`config.mk`:
```
export PLATFORM = sky130hd
export DESIGN_NAME = seq_ordered_frame_reorder_queue
export DESIGN_NICKNAME = d
export VERILOG_FILES = /design/src/hw/rtl/sorq_pkg.sv /design/src/hw/rtl/seq_ordered_frame_reorder_queue.sv /design/src/hw/rtl/sorq_cell.sv
export SDC_FILE = /design/constraint.sdc
export NUM_CORES = 1
export LEC_CHECK = 0
export BUFFER_PORTS_ARGS = -buffer_cell sky130_fd_sc_hd__buf_2
export CAP_MARGIN = 20
export CELL_PAD_IN_SITES_DETAIL_PLACEMENT = 0
export CELL_PAD_IN_SITES_GLOBAL_PLACEMENT = 1
export CORE_UTILIZATION = 35
export CTS_CLUSTER_DIAMETER = 50
export CTS_CLUSTER_SIZE = 28
export DETAILED_ROUTE_END_ITERATION = 8
export GPL_TIMING_DRIVEN = 0
export MAX_ROUTING_LAYER = met4
export PLACE_DENSITY = 0.7
export SLEW_MARGIN = 20
export SYNTH_ARGS = -nofsm -noshare
export SYNTH_HDL_FRONTEND = slang
export SYNTH_SLANG_ARGS = --single-unit
```
`constraint.sdc`:
```
create_clock -name clk -period 16.45 [get_ports clk]
set_clock_uncertainty 0.2 [all_clocks]
set_input_delay 3.29 -clock clk [delete_from_list [all_inputs] [get_ports clk]]
set_output_delay 3.29 -clock clk [all_outputs]
set_load 0.02 [all_outputs]
```
`src/hw/rtl/sorq_pkg.sv`:
```
// Shared types and constants for the sorted frame reorder queue.
package sorq_pkg;

  localparam logic       FUNC_ENQUEUE = 1'b0;
  localparam logic       FUNC_DEQUEUE = 1'b1;
  localparam logic [3:0] LIMIT_RESET  = 4'd5;
  localparam logic [7:0] SEQ_WRAP_TOP = 8'd255;
  localparam logic [7:0] SEQ_ZERO     = 8'd0;

  typedef enum logic [1:0] {
    SORQ_HOLD,
    SORQ_INSERT,
    SORQ_SHIFT
  } sorq_op_t;

  typedef struct packed {
    logic [7:0] seq;
    logic [7:0] subseq;
  } sorq_key_t;

  typedef struct packed {
    sorq_op_t op;
    logic     no_sort;
    logic     valid;
    logic     left_valid;
  } sorq_cell_ctl_t;

endpackage

```
`src/hw/rtl/seq_ordered_frame_reorder_queue.sv`:
```
// Top level: sorted frame reorder queue built as a chain of entry cells.
// Result: registered on the output register in the cycle after the input transfer.
// Throughput: one operation per cycle unless out_ready is low with a result still held;
//   the compare chain across all cells settles the insert position within that cycle.
// Reset: entry count clears to zero and the limit returns to five; entry
//   contents are not cleared.
module seq_ordered_frame_reorder_queue #(
  parameter int QUEUE_DEPTH  = 8,
  parameter int HANDLE_WIDTH = 16
) (
  input  logic        clk,
  input  logic        rst_n,
  input  logic        in_valid,
  output logic        in_ready,
  input  logic        in_func,
  input  logic [7:0]  in_frame_seq,
  input  logic [7:0]  in_frame_subseq,
  input  logic [15:0] in_frame_handle,
  output logic        out_valid,
  input  logic        out_ready,
  output logic        out_out_valid,
  output logic [7:0]  out_seq,
  output logic [7:0]  out_subseq,
  output logic [15:0] out_handle,
  output logic        out_dropped,
  output logic [3:0]  out_occupancy,
  input  logic        cfg_we,
  input  logic [3:0]  cfg_wdata
);
  import sorq_pkg::*;

  localparam int CW   = $clog2(QUEUE_DEPTH + 1);
  localparam int CMPW = (CW > 4) ? CW : 4;

  logic [CW-1:0]           count_r;
  logic [CW-1:0]           count_nxt;
  logic [3:0]              limit_r;
  logic                    out_valid_r;
  logic                    res_valid_r;
  logic [7:0]              res_seq_r;
  logic [7:0]              res_subseq_r;
  logic [15:0]             res_handle_r;
  logic                    res_dropped_r;
  logic [3:0]              res_occ_r;

  logic                    accept;
  logic                    is_enq;
  logic                    is_deq;
  logic [CMPW-1:0]         eff_limit;
  logic                    drop;
  logic                    do_insert;
  logic                    do_shift;
  logic                    no_sort;
  sorq_op_t                op;
  sorq_key_t               new_key;
  logic [HANDLE_WIDTH-1:0] new_handle;

  sorq_key_t               key_q    [QUEUE_DEPTH];
  logic [HANDLE_WIDTH-1:0] handle_q [QUEUE_DEPTH];
  logic                    found    [QUEUE_DEPTH+1];

  assign in_ready = !out_valid_r || out_ready;
  assign accept   = in_valid && in_ready;
  assign is_enq   = (in_func == FUNC_ENQUEUE);
  assign is_deq   = (in_func == FUNC_DEQUEUE);

  assign eff_limit = (CMPW'(limit_r) > CMPW'(QUEUE_DEPTH)) ? CMPW'(QUEUE_DEPTH)
                                                          : CMPW'(limit_r);
  assign drop      = CMPW'(count_r) >= eff_limit;
  assign do_insert = accept && is_enq && !drop;
  assign do_shift  = accept && is_deq && (count_r > CW'(1));
  assign no_sort   = (in_frame_seq == SEQ_ZERO) && (count_r != '0) &&
                     (key_q[0].seq == SEQ_WRAP_TOP);

  always_comb begin
    if (do_insert) begin
      op = SORQ_INSERT;
    end else if (do_shift) begin
      op = SORQ_SHIFT;
    end else begin
      op = SORQ_HOLD;
    end
  end

  assign new_key.seq    = in_frame_seq;
  assign new_key.subseq = in_frame_subseq;
  assign new_handle     = HANDLE_WIDTH'(in_frame_handle);
  assign found[0]       = 1'b0;

  for (genvar i = 0; i < QUEUE_DEPTH; i++) begin : g_cell
    sorq_cell_ctl_t          ctl;
    sorq_key_t               left_key;
    logic [HANDLE_WIDTH-1:0] left_handle;
    sorq_key_t               right_key;
    logic [HANDLE_WIDTH-1:0] right_handle;

    assign ctl.op         = op;
    assign ctl.no_sort    = no_sort;
    assign ctl.valid      = count_r > CW'(i);
    assign ctl.left_valid = count_r >= CW'(i);

    if (i == 0) begin : g_first
      assign left_key    = new_key;
      assign left_handle = new_handle;
    end else begin : g_mid
      assign left_key    = key_q[i-1];
      assign left_handle = handle_q[i-1];
    end

    if (i == QUEUE_DEPTH - 1) begin : g_last
      assign right_key    = key_q[i];
      assign right_handle = handle_q[i];
    end else begin : g_inner
      assign right_key    = key_q[i+1];
      assign right_handle = handle_q[i+1];
    end

    sorq_cell #(
      .HANDLE_WIDTH(HANDLE_WIDTH)
    ) u_cell (
      .clk         (clk),
      .ctl         (ctl),
      .new_key     (new_key),
      .new_handle  (new_handle),
      .left_key    (left_key),
      .left_handle (left_handle),
      .right_key   (right_key),
      .right_handle(right_handle),
      .found_in    (found[i]),
      .found_out   (found[i+1]),
      .key_q       (key_q[i]),
      .handle_q    (handle_q[i])
    );
  end

  always_comb begin
    count_nxt = count_r;
    if (do_insert) begin
      count_nxt = count_r + CW'(1);
    end else if (do_shift) begin
      count_nxt = count_r - CW'(1);
    end
  end

  always_ff @(posedge clk) begin
    if (!rst_n) begin
      count_r     <= '0;
      limit_r     <= LIMIT_RESET;
      out_valid_r <= 1'b0;
    end else begin
      count_r <= count_nxt;
      if (cfg_we) begin
        limit_r <= cfg_wdata;
      end
      if (accept) begin
        out_valid_r <= 1'b1;
      end else if (out_ready) begin
        out_valid_r <= 1'b0;
      end
    end
  end

  always_ff @(posedge clk) begin
    if (accept) begin
      res_valid_r   <= is_deq && (count_r != '0);
      res_dropped_r <= is_enq && drop;
      res_occ_r     <= 4'(count_nxt);
      if (is_deq && (count_r != '0)) begin
        res_seq_r    <= key_q[0].seq;
        res_subseq_r <= key_q[0].subseq;
        res_handle_r <= 16'(handle_q[0]);
      end else begin
        res_seq_r    <= '0;
        res_subseq_r <= '0;
        res_handle_r <= '0;
      end
    end
  end

  assign out_valid     = out_valid_r;
  assign out_out_valid = res_valid_r;
  assign out_seq       = res_seq_r;
  assign out_subseq    = res_subseq_r;
  assign out_handle    = res_handle_r;
  assign out_dropped   = res_dropped_r;
  assign out_occupancy = res_occ_r;

endmodule

```
`src/hw/rtl/sorq_cell.sv`:
```
// One entry cell of the sorted queue chain: compare, insert and shift.
module sorq_cell #(
  parameter int HANDLE_WIDTH = 16
) (
  input  logic                      clk,
  input  sorq_pkg::sorq_cell_ctl_t  ctl,
  input  sorq_pkg::sorq_key_t       new_key,
  input  logic [HANDLE_WIDTH-1:0]   new_handle,
  input  sorq_pkg::sorq_key_t       left_key,
  input  logic [HANDLE_WIDTH-1:0]   left_handle,
  input  sorq_pkg::sorq_key_t       right_key,
  input  logic [HANDLE_WIDTH-1:0]   right_handle,
  input  logic                      found_in,
  output logic                      found_out,
  output sorq_pkg::sorq_key_t       key_q,
  output logic [HANDLE_WIDTH-1:0]   handle_q
);
  import sorq_pkg::*;

  sorq_key_t               key_r;
  sorq_key_t               key_nxt;
  logic [HANDLE_WIDTH-1:0] handle_r;
  logic [HANDLE_WIDTH-1:0] handle_nxt;
  logic                    gt;
  logic                    take_new;
  logic                    take_left;

  assign gt = ctl.valid && !ctl.no_sort &&
              ((key_r.seq > new_key.seq) ||
               ((key_r.seq == new_key.seq) && (key_r.subseq > new_key.subseq)));
  assign found_out = found_in || gt;
  assign take_new  = !found_in && (gt || (!ctl.valid && ctl.left_valid));
  assign take_left = found_in && ctl.left_valid;

  always_comb begin
    key_nxt    = key_r;
    handle_nxt = handle_r;
    unique case (ctl.op)
      SORQ_INSERT: begin
        if (take_new) begin
          key_nxt    = new_key;
          handle_nxt = new_handle;
        end else if (take_left) begin
          key_nxt    = left_key;
          handle_nxt = left_handle;
        end
      end
      SORQ_SHIFT: begin
        key_nxt    = right_key;
        handle_nxt = right_handle;
      end
      default: begin
      end
    endcase
  end

  always_ff @(posedge clk) begin
    key_r    <= key_nxt;
    handle_r <= handle_nxt;
  end

  assign key_q    = key_r;
  assign handle_q = handle_r;

endmodule
```
==> reports/metrics.yaml <==
outcome: "completed"
r2r_cells: 13
regToRegStartpoint: "g_cell[1].u_cell.key_q[15]"
vias: 14180
min_period_ps: 7730
syn_inst: 1586
synth_ff_type: "edfxtp_1"
syn_nets: 1764
antenna_found_initial: 1
r2r_slack_ps: 11350
use_met3_pct: 3.700
grt_pass1_wl_um: 93270
critPathCaptureType: "flop"
cts_max_level: 2
die_h_um: 227.7
maxSlewHeadroom_pct: 32.89
start_kind: "primary input"
io_buffers: 80
cts_buffer_depth: 3
hold_end: "limit_r[0]"
synth_edf_count: 294
initial_core_util_pct: 35.55
grt_pass1_vias: 14040
fmax_mhz: 129.4
async_reset_ff_share_pct: 0
critPathMaxFanout: 19
num-fill-cells: 4786
gr-usage-met1_pct: 33.30
path_clk_slew_ps: 60
r2r-end: "g_cell[6].u_cell.key_q[12]"
globalplace.congestion: 0.9393
synth.avg_cell_area_sq_um: 11.25
cts_tree: "yes"
fp.dieW_um: 227.7
switching_share_pct: 37.37
hold_viol: 0
viasPerCell: 5.858
syn_to_final_growth_pct: 15.95
netlist_area_sq_mm: 0.01784
dpl.hpwl_um: 45990
drc: 0
seq_power_share_pct: 37.9
tightest_slew_ps: 1007
drt_first_pass_iters: 6
p_leak_nw: 8.398
die_area_sq_mm: 0.05187
critPathArrivalTime_ps: 7800
final_max_slew_viol_count: 0
clockPowerShare_pct: 27.7
path_class: "primary input to flop"
ir_worst_vdd_v: 0.00007014
power_w: 0.003067
yosys_warnings: 0
synth-seq-cells: 303
drive_gt1_share_pct: 14.37
grt_max_degree: 33
met2_usage_pct: 38.27
required_ps: 16520
synth_top_cell_by_area: "edfxtp_1"
clk_latency_ps: 590
yosysMostFrequentCell: "edfxtp_1"
power.density_mw_per_mm2: 148.3
wl_per_cell_um: 26.49
finalSetupViolCount: 0
p_sw_w: 0.001146
ios: 82
root_buffer: "clkbuf_16"
post_cts_buffers: 0
synth_commonest_cells: "edfxtp_1, nand2_1, ha_1"
drt_iter0_markers: 1575
row_count: 82
fin_ws_ps: 8720
cts_resized: 0
hold_depth: 2
hp-class: "flop to flop"
setup_tns_ps: 0
synth_area_leaders: "edfxtp_1, ha_1, mux2i_1"
rsz0062_at_grt: "false"
p_comb_share_pct: 34.4
clock_sinks: 303
cellInternalPower_w: 0.001921
ant_nets: 0
synth_top_cell_area_share_pct: 49.50
drt_wl_total_um: 64140
dpl_worst_slack_ps: 8208
finalCritPeriodShare_pct: 46.99
fp.coreArea_sq_mm: 0.05017
layout.nets: 1897
ys_seq_area_share_pct: 50.51
gr-total-overflow: 0
grt_usage_pct: 25.02
busiest_layer: "met2"
min_from: "limit_r[0]"
cts_buffers: 37
ys_types: 67
max_cap_viol_count: 0
postCtsHoldBufs: 0
[sequential cells by signal (all words and copies together), names as in the netlist]
register and count:
out_seq 8, out_handle 16, g_cell.u_cell.handle_q 128, g_cell.u_cell.key_q 128, count_r 4, out_out_valid 1, out_valid 1, out_occupancy 4
out_subseq 8, out_dropped 1, limit_r 4
[cell type report]
class / count / area, sq um / share of cell area [%]
Antenna cell: 2 / 5.005 / 0.02420
Buffer: 103 / 483.0 / 2.335
Clock buffer: 37 / 925.9 / 4.477
Clock inverter: 30 / 315.3 / 1.525
Inverter: 43 / 161.4 / 0.7804
Multi-Input combinational cell: 1137 / 8268 / 39.98
Sequential cell: 303 / 9009 / 43.56
Tap cell: 672 / 840.8 / 4.066
Timing Repair Buffer: 94 / 673.1 / 3.255
[stage by stage]
stage | hold WS (ps) | util [%] | cell area (sq um) | instances
floorplan | 231.8 | - | 17840 | 1586
global placement | 253.9 | 38.02 | 19080 | 2338
detailed placement | 270.6 | 38.74 | 19430 | 2352
CTS | 292.9 | 41.21 | 20680 | 2419
global route | 334.7 | 41.22 | 20680 | 2420
finish | 290.2 | 41.22 | 20680 | 2421
[critical path: stages]
cell	delay, ps
buf_2	180
inv_1	240
ha_1	380
and4_1	270
nand2_1	210
a211oi_1	670
a21oi_1	310
a22oi_4	330
and3_1	190
buf_2	180
buf_6	180
buf_2	260
a21oi_1	160
a21oi_4	670
buf_16	250
[placed cells by master, fill, tap and decap left out, types with 4 or more instances in the layout]
master	count
edfxtp_1	294
nand2_1	220
ha_1	136
a21oi_1	111
buf_2	109
o21ai_0	106
mux2i_1	100
a221o_1	97
nor2_1	64
clkbuf_1	53
inv_1	42
a21o_1	41
clkbuf_16	37
and3_1	32
mux2_4	30
nand4_1	26
and2_1	25
o21ai_1	15
nor2b_1	14
nand3_1	11
nor3_1	11
nand2b_1	10
buf_1	9
dfxtp_1	9
a211oi_1	8
buf_6	8
buf_4	8
clkinvlp_4	8
inv_6	7
o211ai_1	6
and4_1	5
a31oi_1	5
buf_16	5
clkinv_1	4
[power groups by stage]
| stage | registers, W | clock network, W | logic [W] |
|---|---|---|---|
| floorplan | 0.00116 | 0 | 0.000647 |
| global placement | 0.00119 | 0 | 0.000978 |
| detailed placement | 0.00118 | 0 | 0.00104 |
| CTS | 0.00116 | 0.000857 | 0.00104 |
| global route | 0.00118 | 0.000881 | 0.00113 |
| finish | 0.00116 | 0.000849 | 0.00105 |
[routing by layer]
metal,vias up,wire length (um),share of wire (%)
met4,0,2328,3.6
met5,-,0,0
met1,7122,28030,44
met2,612,29170,45
li1,6343,-,-
met3,106,4607,7.2
[cell families after synthesis]
kind of cell	after synthesis	synth area share [%]
buffers and inverters	146	3.613
adders and majority gates	136	9.541
DFF	303	50.51
xor gates and xnor gates	3	0.1473
AOI/OAI and AO/OA	427	16.30
muxes	132	8.264
and+or+nand+nor	439	11.63
[worst max-delay path by stage]
stage	start	end	slack [ps]
2_1_floorplan	in_frame_subseq[1]	g_cell[5].u_cell.handle_q[0]	7930
3_3_place_gp	in_frame_seq[1]	g_cell[7].u_cell.handle_q[0]	4190
3_5_place_dp	in_frame_seq[6]	g_cell[6].u_cell.handle_q[1]	8210
4_1_cts	in_frame_seq[6]	g_cell[6].u_cell.key_q[12]	8790
5_1_grt	in_frame_seq[6]	g_cell[6].u_cell.key_q[12]	8670
6_report	in_frame_seq[6]	g_cell[6].u_cell.key_q[12]	8720
Power figures use the tool's default switching activity.
